**config.mk**
```make
export PLATFORM = sky130hd
export DESIGN_NAME = pwm_period_capture_tachometer_unit
export DESIGN_NICKNAME = d
export VERILOG_FILES = /design/src/hw/rtl/pptach_pkg.sv /design/src/hw/rtl/pptach_queue.sv /design/src/hw/rtl/pptach_front.sv /design/src/hw/rtl/pptach_back.sv /design/src/hw/rtl/pwm_period_capture_tachometer_unit.sv
export SDC_FILE = /design/constraint.sdc
export NUM_CORES = 1
export LEC_CHECK = 0
export BUFFER_PORTS_ARGS = -buffer_cell sky130_fd_sc_hd__clkbuf_2
export CELL_PAD_IN_SITES_DETAIL_PLACEMENT = 1
export CELL_PAD_IN_SITES_GLOBAL_PLACEMENT = 2
export CORE_AREA = 2 2 247 249
export DETAILED_ROUTE_END_ITERATION = 10
export DIE_AREA = 0 0 249 251
export GPL_TIMING_DRIVEN = 1
export HOLD_SLACK_MARGIN = 0.12
export PLACE_DENSITY = 0.88
export SYNTH_ARGS = -nofsm -noshare
export SYNTH_HDL_FRONTEND = slang
export SYNTH_SLANG_ARGS = --single-unit
```
**constraint.sdc**
```tcl
create_clock -name i_clk -period 8.45 [get_ports i_clk]
set_input_delay 0.4225 -clock i_clk [delete_from_list [all_inputs] [get_ports i_clk]]
set_output_delay 0.4225 -clock i_clk [all_outputs]
set_load 0.005 [all_outputs]
```
**src/hw/rtl/pptach_pkg.sv**
```systemverilog
`default_nettype none

package pptach_pkg;

    // Width of the tick counter.
    localparam int CNT_W = 16;

    localparam logic [1:0] OP_TICK = 2'd0;
    localparam logic [1:0] OP_PIN  = 2'd1;
    localparam logic [1:0] OP_READ = 2'd2;

    localparam logic [1:0] PH_IDLE = 2'd0;
    localparam logic [1:0] PH_ROSE = 2'd1;
    localparam logic [1:0] PH_FELL = 2'd2;

    localparam logic       CFG_WRAP    = 1'b0;
    localparam logic       CFG_TIMEOUT = 1'b1;

    localparam logic [15:0] WRAP_RESET    = 16'd10000;
    localparam logic [31:0] TIMEOUT_RESET = 32'd30;
    localparam logic [15:0] RPM_MAX       = 16'hFFFF;

    // 60 * 65535 fits in 22 bits; the divider retires one quotient bit a step.
    localparam int         DIVD_W    = 22;
    localparam logic [4:0] DIV_STEPS = 5'd22;

    localparam int QDEPTH = 2;

    typedef struct packed {
        logic [1:0] op;
        logic       pin_level;
    } t_in;

    typedef struct packed {
        logic [15:0] rpm;
        logic [31:0] period_ticks;
        logic [15:0] high_ticks;
        logic [31:0] pulse_total;
        logic        stalled;
    } t_out;

    // Snapshot of one read, handed from the front to the back.
    typedef struct packed {
        logic [15:0] wrap;
        logic [31:0] period;
        logic [15:0] high;
        logic [31:0] pulses;
        logic        stalled;
    } t_job;

    // Queue status seen by the back.
    typedef struct packed {
        logic not_empty;
        t_job head;
    } t_q_stat;

endpackage

`default_nettype wire

```
**src/hw/rtl/pptach_queue.sv**
```systemverilog
`default_nettype none

module pptach_queue
    import pptach_pkg::*;
(
    input  wire logic    i_clk,
    input  wire logic    i_rst_n,
    input  wire logic    i_push,
    input  wire t_job    i_job,
    output logic         o_full,
    input  wire logic    i_pop,
    output t_q_stat      o_stat
);

    t_job       r_mem [QDEPTH];
    logic       r_wr_ptr, n_wr_ptr;
    logic       r_rd_ptr, n_rd_ptr;
    logic [1:0] r_count, n_count;
    logic       do_push, do_pop;

    assign o_full           = (r_count == 2'(QDEPTH));
    assign o_stat.not_empty = (r_count != 2'd0);
    assign o_stat.head      = r_mem[r_rd_ptr];

    assign do_push = i_push && !o_full;
    assign do_pop  = i_pop && o_stat.not_empty;

    always_comb begin
        n_wr_ptr = do_push ? ~r_wr_ptr : r_wr_ptr;
        n_rd_ptr = do_pop ? ~r_rd_ptr : r_rd_ptr;
        n_count  = r_count + 2'(do_push) - 2'(do_pop);
    end

    always_ff @(posedge i_clk) begin
        if (!i_rst_n) begin
            r_wr_ptr <= 1'b0;
            r_rd_ptr <= 1'b0;
            r_count  <= 2'd0;
        end else begin
            r_wr_ptr <= n_wr_ptr;
            r_rd_ptr <= n_rd_ptr;
            r_count  <= n_count;
        end
    end

    always_ff @(posedge i_clk) begin
        if (do_push) begin
            r_mem[r_wr_ptr] <= i_job;
        end
    end

endmodule

`default_nettype wire

```
**src/hw/rtl/pptach_front.sv**
```systemverilog
`default_nettype none

module pptach_front
    import pptach_pkg::*;
(
    input  wire logic        i_clk,
    input  wire logic        i_rst_n,
    input  wire logic        i_accept,
    input  wire t_in         i_in,
    input  wire logic        i_cfg_we,
    input  wire logic        i_cfg_idx,
    input  wire logic [31:0] i_cfg_data,
    output logic             o_push,
    output t_job             o_job
);

    logic [15:0]      r_wrap, n_wrap;
    logic [31:0]      r_timeout, n_timeout;
    logic             r_prev, n_prev;
    logic [1:0]       r_phase, n_phase;
    logic [CNT_W-1:0] r_tick, n_tick;
    logic [31:0]      r_ovf, n_ovf;
    logic [15:0]      r_high, n_high;
    logic [31:0]      r_period, n_period;
    logic [31:0]      r_pulses, n_pulses;

    logic [15:0] wrap_eff;
    logic [32:0] tick_inc;
    logic        wrap_hit;
    logic [32:0] ovf_add;
    logic [31:0] ovf_sat;
    logic [32:0] per_add;
    logic [31:0] per_sat;
    logic        rise, fall;

    always_comb begin
        wrap_eff = (r_wrap == 16'd0) ? 16'd1 : r_wrap;
        tick_inc = 33'(r_tick) + 33'd1;
        wrap_hit = (tick_inc >= 33'(wrap_eff)) || (r_tick == '1);
        ovf_add  = {1'b0, r_ovf} + 33'(r_wrap);
        ovf_sat  = ovf_add[32] ? 32'hFFFF_FFFF : ovf_add[31:0];
        per_add  = 33'(r_tick) + {1'b0, r_ovf};
        per_sat  = per_add[32] ? 32'hFFFF_FFFF : per_add[31:0];
        rise     = !r_prev && i_in.pin_level;
        fall     = r_prev && !i_in.pin_level;
    end

    always_comb begin
        n_wrap    = r_wrap;
        n_timeout = r_timeout;
        n_prev    = r_prev;
        n_phase   = r_phase;
        n_tick    = r_tick;
        n_ovf     = r_ovf;
        n_high    = r_high;
        n_period  = r_period;
        n_pulses  = r_pulses;
        o_push    = 1'b0;

        if (i_cfg_we) begin
            if (i_cfg_idx == CFG_WRAP) begin
                n_wrap = i_cfg_data[15:0];
            end else begin
                n_timeout = i_cfg_data;
            end
        end

        if (i_accept) begin
            case (i_in.op)
                OP_TICK: begin
                    if (wrap_hit) begin
                        n_tick = '0;
                        n_ovf  = ovf_sat;
                    end else begin
                        n_tick = tick_inc[CNT_W-1:0];
                    end
                end
                OP_PIN: begin
                    case (r_phase)
                        PH_IDLE: begin
                            if (rise) begin
                                n_phase = PH_ROSE;
                                n_tick  = '0;
                                n_ovf   = '0;
                            end
                        end
                        PH_ROSE: begin
                            if (fall) begin
                                n_phase = PH_FELL;
                                n_high  = 16'(r_tick);
                            end else begin
                                n_phase = PH_IDLE;
                            end
                        end
                        PH_FELL: begin
                            if (rise) begin
                                n_phase  = PH_ROSE;
                                n_period = per_sat;
                                n_tick   = '0;
                                n_ovf    = '0;
                            end else begin
                                n_phase = PH_IDLE;
                            end
                        end
                        default: begin
                            n_phase = PH_IDLE;
                        end
                    endcase
                    n_prev   = i_in.pin_level;
                    n_pulses = r_pulses + 32'd1;
                end
                OP_READ: begin
                    o_push = 1'b1;
                end
                default: begin
                end
            endcase
        end
    end

    always_comb begin
        o_job.wrap    = r_wrap;
        o_job.period  = r_period;
        o_job.high    = r_high;
        o_job.pulses  = r_pulses;
        o_job.stalled = (r_ovf > r_timeout);
    end

    always_ff @(posedge i_clk) begin
        if (!i_rst_n) begin
            r_wrap    <= WRAP_RESET;
            r_timeout <= TIMEOUT_RESET;
            r_prev    <= 1'b1;
            r_phase   <= PH_IDLE;
            r_tick    <= '0;
            r_ovf     <= '0;
            r_high    <= '0;
            r_period  <= '0;
            r_pulses  <= '0;
        end else begin
            r_wrap    <= n_wrap;
            r_timeout <= n_timeout;
            r_prev    <= n_prev;
            r_phase   <= n_phase;
            r_tick    <= n_tick;
            r_ovf     <= n_ovf;
            r_high    <= n_high;
            r_period  <= n_period;
            r_pulses  <= n_pulses;
        end
    end

endmodule

`default_nettype wire

```
**src/hw/rtl/pptach_back.sv**
```systemverilog
`default_nettype none

module pptach_back
    import pptach_pkg::*;
(
    input  wire logic    i_clk,
    input  wire logic    i_rst_n,
    input  wire t_q_stat i_stat,
    output logic         o_take,
    output logic         o_valid,
    output t_out         o_out,
    input  wire logic    i_pop
);

    logic              r_busy, n_busy;
    logic [4:0]        r_step, n_step;
    logic              r_valid, n_valid;
    logic [DIVD_W-1:0] r_dvd, n_dvd;
    logic [31:0]       r_dvs, n_dvs;
    logic [31:0]       r_rem, n_rem;
    logic [DIVD_W-1:0] r_quo, n_quo;
    t_out              r_out, n_out;

    logic [DIVD_W-1:0] scaled;
    logic [32:0]       shifted;
    logic              ge;
    logic [32:0]       diff;
    logic [DIVD_W-1:0] quo_next;

    always_comb begin
        // 60 * wrap as (wrap << 6) - (wrap << 2).
        scaled   = (DIVD_W'(i_stat.head.wrap) << 6) - (DIVD_W'(i_stat.head.wrap) << 2);
        shifted  = {1'b0, r_rem[30:0], r_dvd[DIVD_W-1]} | {r_rem[31], 32'd0};
        ge       = (shifted >= {1'b0, r_dvs});
        diff     = shifted - {1'b0, r_dvs};
        quo_next = {r_quo[DIVD_W-2:0], ge};
    end

    assign o_take  = !r_busy && !r_valid && i_stat.not_empty;
    assign o_valid = r_valid;
    assign o_out   = r_out;

    always_comb begin
        n_busy  = r_busy;
        n_step  = r_step;
        n_valid = r_valid;
        n_dvd   = r_dvd;
        n_dvs   = r_dvs;
        n_rem   = r_rem;
        n_quo   = r_quo;
        n_out   = r_out;

        if (r_valid && i_pop) begin
            n_valid = 1'b0;
        end

        if (o_take) begin
            n_out.period_ticks = i_stat.head.period;
            n_out.high_ticks   = i_stat.head.high;
            n_out.pulse_total  = i_stat.head.pulses;
            n_out.stalled      = i_stat.head.stalled;
            n_out.rpm          = 16'd0;
            if (i_stat.head.period == 32'd0 || i_stat.head.stalled) begin
                n_valid = 1'b1;
            end else begin
                n_busy = 1'b1;
                n_step = DIV_STEPS - 5'd1;
                n_dvd  = scaled;
                n_dvs  = i_stat.head.period;
                n_rem  = '0;
                n_quo  = '0;
            end
        end else if (r_busy) begin
            n_rem = ge ? diff[31:0] : shifted[31:0];
            n_dvd = {r_dvd[DIVD_W-2:0], 1'b0};
            n_quo = quo_next;
            if (r_step == 5'd0) begin
                n_busy    = 1'b0;
                n_valid   = 1'b1;
                n_out.rpm = (quo_next > DIVD_W'(RPM_MAX)) ? RPM_MAX : quo_next[15:0];
            end else begin
                n_step = r_step - 5'd1;
            end
        end
    end

    always_ff @(posedge i_clk) begin
        if (!i_rst_n) begin
            r_busy  <= 1'b0;
            r_valid <= 1'b0;
            r_step  <= '0;
        end else begin
            r_busy  <= n_busy;
            r_valid <= n_valid;
            r_step  <= n_step;
        end
    end

    always_ff @(posedge i_clk) begin
        r_dvd <= n_dvd;
        r_dvs <= n_dvs;
        r_rem <= n_rem;
        r_quo <= n_quo;
        r_out <= n_out;
    end

endmodule

`default_nettype wire

```
**src/hw/rtl/pwm_period_capture_tachometer_unit.sv**
```systemverilog
// PWM period-capture tachometer. Items enter through a queue-style port
// (push/full) and carry an op: a timer tick, a pin event with the sampled
// pin level, or a read. Ticks and pin events are taken one per cycle while
// the queue has room and update the counter, the capture state machine and
// the pulse count at once; they produce no result. A read snapshots the
// current measurements and produces one result beat (empty/pop) holding
// the RPM, the captured period and high time, the pulse total and the
// stall flag. The RPM needs floor(60 * wrap_period / period), which a
// bit-serial divider in the back end works out one quotient bit per cycle.
// A read whose period is zero or that finds the unit stalled skips the
// divider. The back end starts the next read in the cycle after the
// previous result is popped. Up to two reads wait in a queue between front
// and back; full rises only when both slots hold reads, so ticks and pin
// events keep flowing while the divider works. Configuration registers
// (0: wrap_period, 1: timeout_limit) are written through i_cfg_we,
// i_cfg_idx and i_cfg_data; the user must write them only while the unit
// is idle, which the unit itself does not enforce.
`default_nettype none

module pwm_period_capture_tachometer_unit
    import pptach_pkg::*;
(
    input  wire logic        i_clk,
    input  wire logic        i_rst_n,
    input  wire logic        push,
    output logic             full,
    input  wire t_in         i_in,
    output logic             empty,
    input  wire logic        pop,
    output t_out             o_out,
    input  wire logic        i_cfg_we,
    input  wire logic        i_cfg_idx,
    input  wire logic [31:0] i_cfg_data
);

    logic    q_full;
    logic    q_push;
    t_job    q_job;
    logic    q_take;
    t_q_stat q_stat;
    logic    res_valid;

    // The front accepts every beat while the queue has room; only reads
    // occupy a queue slot.
    assign full  = q_full;
    assign empty = !res_valid;

    pptach_front u_front (
        .i_clk      (i_clk),
        .i_rst_n    (i_rst_n),
        .i_accept   (push && !q_full),
        .i_in       (i_in),
        .i_cfg_we   (i_cfg_we),
        .i_cfg_idx  (i_cfg_idx),
        .i_cfg_data (i_cfg_data),
        .o_push     (q_push),
        .o_job      (q_job)
    );

    pptach_queue u_queue (
        .i_clk   (i_clk),
        .i_rst_n (i_rst_n),
        .i_push  (q_push),
        .i_job   (q_job),
        .o_full  (q_full),
        .i_pop   (q_take),
        .o_stat  (q_stat)
    );

    // The back end holds one finished result in its output register and
    // starts the next read once that result has been popped.
    pptach_back u_back (
        .i_clk   (i_clk),
        .i_rst_n (i_rst_n),
        .i_stat  (q_stat),
        .o_take  (q_take),
        .o_valid (res_valid),
        .o_out   (o_out),
        .i_pop   (pop)
    );

endmodule

`default_nettype wire

```
==> metrics.md <==
| Metric | Value |
|---|---|
| Leak pwr | `11.9 nW` |
| Met2 routed WL | `32100 microns` |
| Distinct cell type count after synthesis | `79` |
| Vias/cell | `5.42` |
| CP top delay family | `compound AO/OA/AOI/OAI gates` |
| Post-CTS resize count | `0` |
| Max clock buf depth | `3` |
| Gr ovfl total | `0` |
| Post-Syn Nets | `2541` |
| Final min period | `4400 ps` |
| Die extent in x | `249 microns` |
| Filler cells | `6341` |
| Vias in the first global route | `19.2k` |
| Crit path DAT | `4800 ps` |
| Drt first pass iters | `5` |
| Met1 wire length | `29800 microns` |
| Post-CTS Setup Bufs | `0` |
| Cell taking the most area after synthesis | `edfxtp_1` |
| R2r setup slk | `4050 ps` |
| Critical Path RT | `8850 ps` |
| Initial antenna violation count | `2` |
| CTS tree | `yes` |
| Hold Vio Cnt, Final | `0` |
| Final wirelength | `66400 microns` |
| Max layer used | `met4` |
| Largest net degree at the start of global routing | `79` |
| Number of flops mapped to enable cells by yosys | `380` |
| Max incr delay on CP | `780 ps` |
| FFs w/ async S/R, synth | `0%` |
| Critical path, cell by cell | `buf_4, mux2i_1, inv_1, ha_1, nand2_1, nor2_1, o21a_1, o21ai_0, a211oi_1, o31ai_1, nand2_1, xnor2_1, o21ai_0` |
| Critical path class | `reg2reg` |
| Critical path's slowest cell | `dfxtp_4` |
| CTS buffer count | `66` |
| CTS sink count | `587` |
| # IOs | `140` |
| Relative slew margins | `19.8%` |
| Setup violators final | `0` |
| Fin crit share | `52.1%` |
| GRT Util Overall | `21.3%` |
| Clock slew at reported path FFs | `60 ps` |
| Status | `completed` |
| Ratio of cells with drive above 1 in the final layout | `14.7%` |
| Hold_sp | `i_in[0]` |
| Dominant synthesized flop cell | `edfxtp_1` |
| Global placer's final weighted congestion | `0.864` |
| Post-Route Utilization | `51.3%` |
| Slew Limit Fails | `0` |
| Met3 WL post-DR | `2580 microns` |
| Synthesized area | `26700 sq um` |
| Insertion delay to the later sink of the worst-skew pair | `610 ps` |
| Tightest Pin Transition | `1200 ps` |
| H-tree depth | `3` |
| Cell with the most instances after synthesis | `edfxtp_1` |
| Die ar. | `62500 sq um` |
| Setup_tns | `0 ps` |
| RSZ-0062 raised after global routing | `no` |
| Clock root cell | `clkbuf_16` |
| Area contributors post-synth | `edfxtp_1 (43%), dfxtp_1 (15%), ha_1 (6.1%)` |
| Syn avg cell area | `11.3 sq um` |
| Crit Path Max Fanout | `53` |
| Clk_skew | `23.6 ps` |
| Max_cap viols | `0` |
| Hold_ws | `191 ps` |
| Top achievable clock speed | `227 MHz` |
| Synth warn | `0` |
| Drt wl/cell | `19.7 microns` |
| Core ar. | `59800 sq um` |
| DR DRC count | `0` |
| Port Buf Inserts | `139` |
| Worst Setup End Kind | `flip-flop` |
| Hold Path Class | `in2reg` |
| Area delta synth->final | `14.7%` |
| Dpl hpwl | `46200 microns` |
| Starting Density | `44.7%` |
| Row Count | `90` |
| P per Cell Area | `321 nW/um^2` |
| Setup crit start kind | `flip-flop` |
| Die H | `251 microns` |
| Max VDD drop | `186 uV` |
| Routed Antenna Nets | `0` |
| Most frequent cells after synthesis | `edfxtp_1 (380), nand2_1 (234), dfxtp_1 (207)` |
| Iteration-0 DRC Markers | `962` |
| Buf/Inv on CP | `2` |
| #FFs+latches synth | `587` |
| Cells after Synth | `2366` |
| Fin nets | `2709` |
| Yosys top cell area share | `42.7%` |
| Share of the yosys chip area belonging to registers | `58.2%` |
| Via count | `18.3k` |
| First-pass GRT wire length | `106000 microns` |
## flip-flops by register name (all words and copies together), names as in the netlist, 2 cells and up, named ones only
name               flops
u_back.r_rem          32
u_back.r_dvs          32
u_back.r_quo          21
u_queue.r_mem        194
u_front.r_phase        2
u_back.r_step          5
u_back.r_dvd          20
u_front.r_timeout     32
u_front.r_tick        16
u_front.r_high        16
u_front.r_period      32
u_back.o_out          97
u_queue.r_count        2
u_front.r_pulses      32
u_front.r_ovf         32
u_front.r_wrap        16
## placed cells by master (no fill, tap or decap), drive strengths merged, types with 62 or more instances in the layout
cell / netlist / routed
xnor2: 62 / 62
a21oi: 178 / 178
nor2: 190 / 190
clkbuf: 61 / 221
dfxtp: 207 / 207
inv: 123 / 126
ha: 131 / 131
o21ai: 142 / 142
xor2: 67 / 67
nand2: 234 / 234
edfxtp: 380 / 380
mux2: 83 / 83
## what timing repair did
item                                    4_1_cts  5_1_grt
endpoints found under the hold margin        48        0
endpoints found under the setup margin        0        0
hold buffers                                 32        0
## through the flow
stage | area (sq um) | total power (W) | cells | setup WS [ps]
after global routing | 30700 | 0.0104 | 3370 | 3740
after global placement | 28200 | 0.00691 | 3216 | 4370
after floorplan | 26700 | 0.00620 | 2366 | 3090
after detailed placement | 28200 | 0.00709 | 3216 | 4130
final | 30700 | 0.00985 | 3370 | 4050
after CTS | 30700 | 0.00996 | 3369 | 4070
## power by group
part	internal (W)	switching, W	leakage, nW
registers	0.00382	0.000264	5.35
logic	0.00115	0.00178	5.56
clock network	0.00161	0.00121	1.03
total	0.00659	0.00326	11.9
## worst register-to-register path, cell delays in order (launching register included)
cell and delay [ps]:
dfxtp_4 780, buf_4 710, mux2i_1 490, inv_1 100, ha_1 360, nand2_1 110
nor2_1 60, o21a_1 160, o21ai_0 340, a211oi_1 210, o31ai_1 360, nand2_1 120
xnor2_1 130, o21ai_0 260
## area by class of cell
class	count	area [sq um]	area share, %
multi-input cells	1568	10400	33.9
clock inverters	39	382	1.24
inverters	124	470	1.53
flip-flops and latches	587	15600	50.7
well taps	782	978	3.19
repair buffers	187	1140	3.70
clock buffers	82	1770	5.77
diodes	1	2.50	0.00815
## worst paths after layout
path | cells past startpoint | to
max | 13 | u_back.r_dvd[19]
min | 3 | u_front.r_prev
max reg2reg | 13 | u_back.r_dvd[19]
min reg2reg | 0 | u_queue.r_mem[1][53]
## per-layer routing
| metal | global-route usage, % | vias to the layer above |
|---|---|---|
| li1 | - | 8861 |
| met1 | 27.6 | 8984 |
| met2 | 36.2 | 325 |
| met3 | 3.46 | 109 |
| met4 | 7.86 | 0 |
| met5 | 0 | - |
## logic make-up (layout without fill, tap and decap cells)
logic type	count (synthesis)	count (layout)	synth area share, %
AND/OR/NAND/NOR	690	690	12.1
flip-flops	587	587	58.2
AO/OA/AOI/OAI	505	505	11.6
buffers and inverters	211	432	3.08
adder cells (fa/ha/maj)	134	134	6.35
XOR/XNOR	129	129	4.22
multiplexers	110	110	4.50
other	0	1	0
Note: power is estimated with default switching activity, not from simulation.
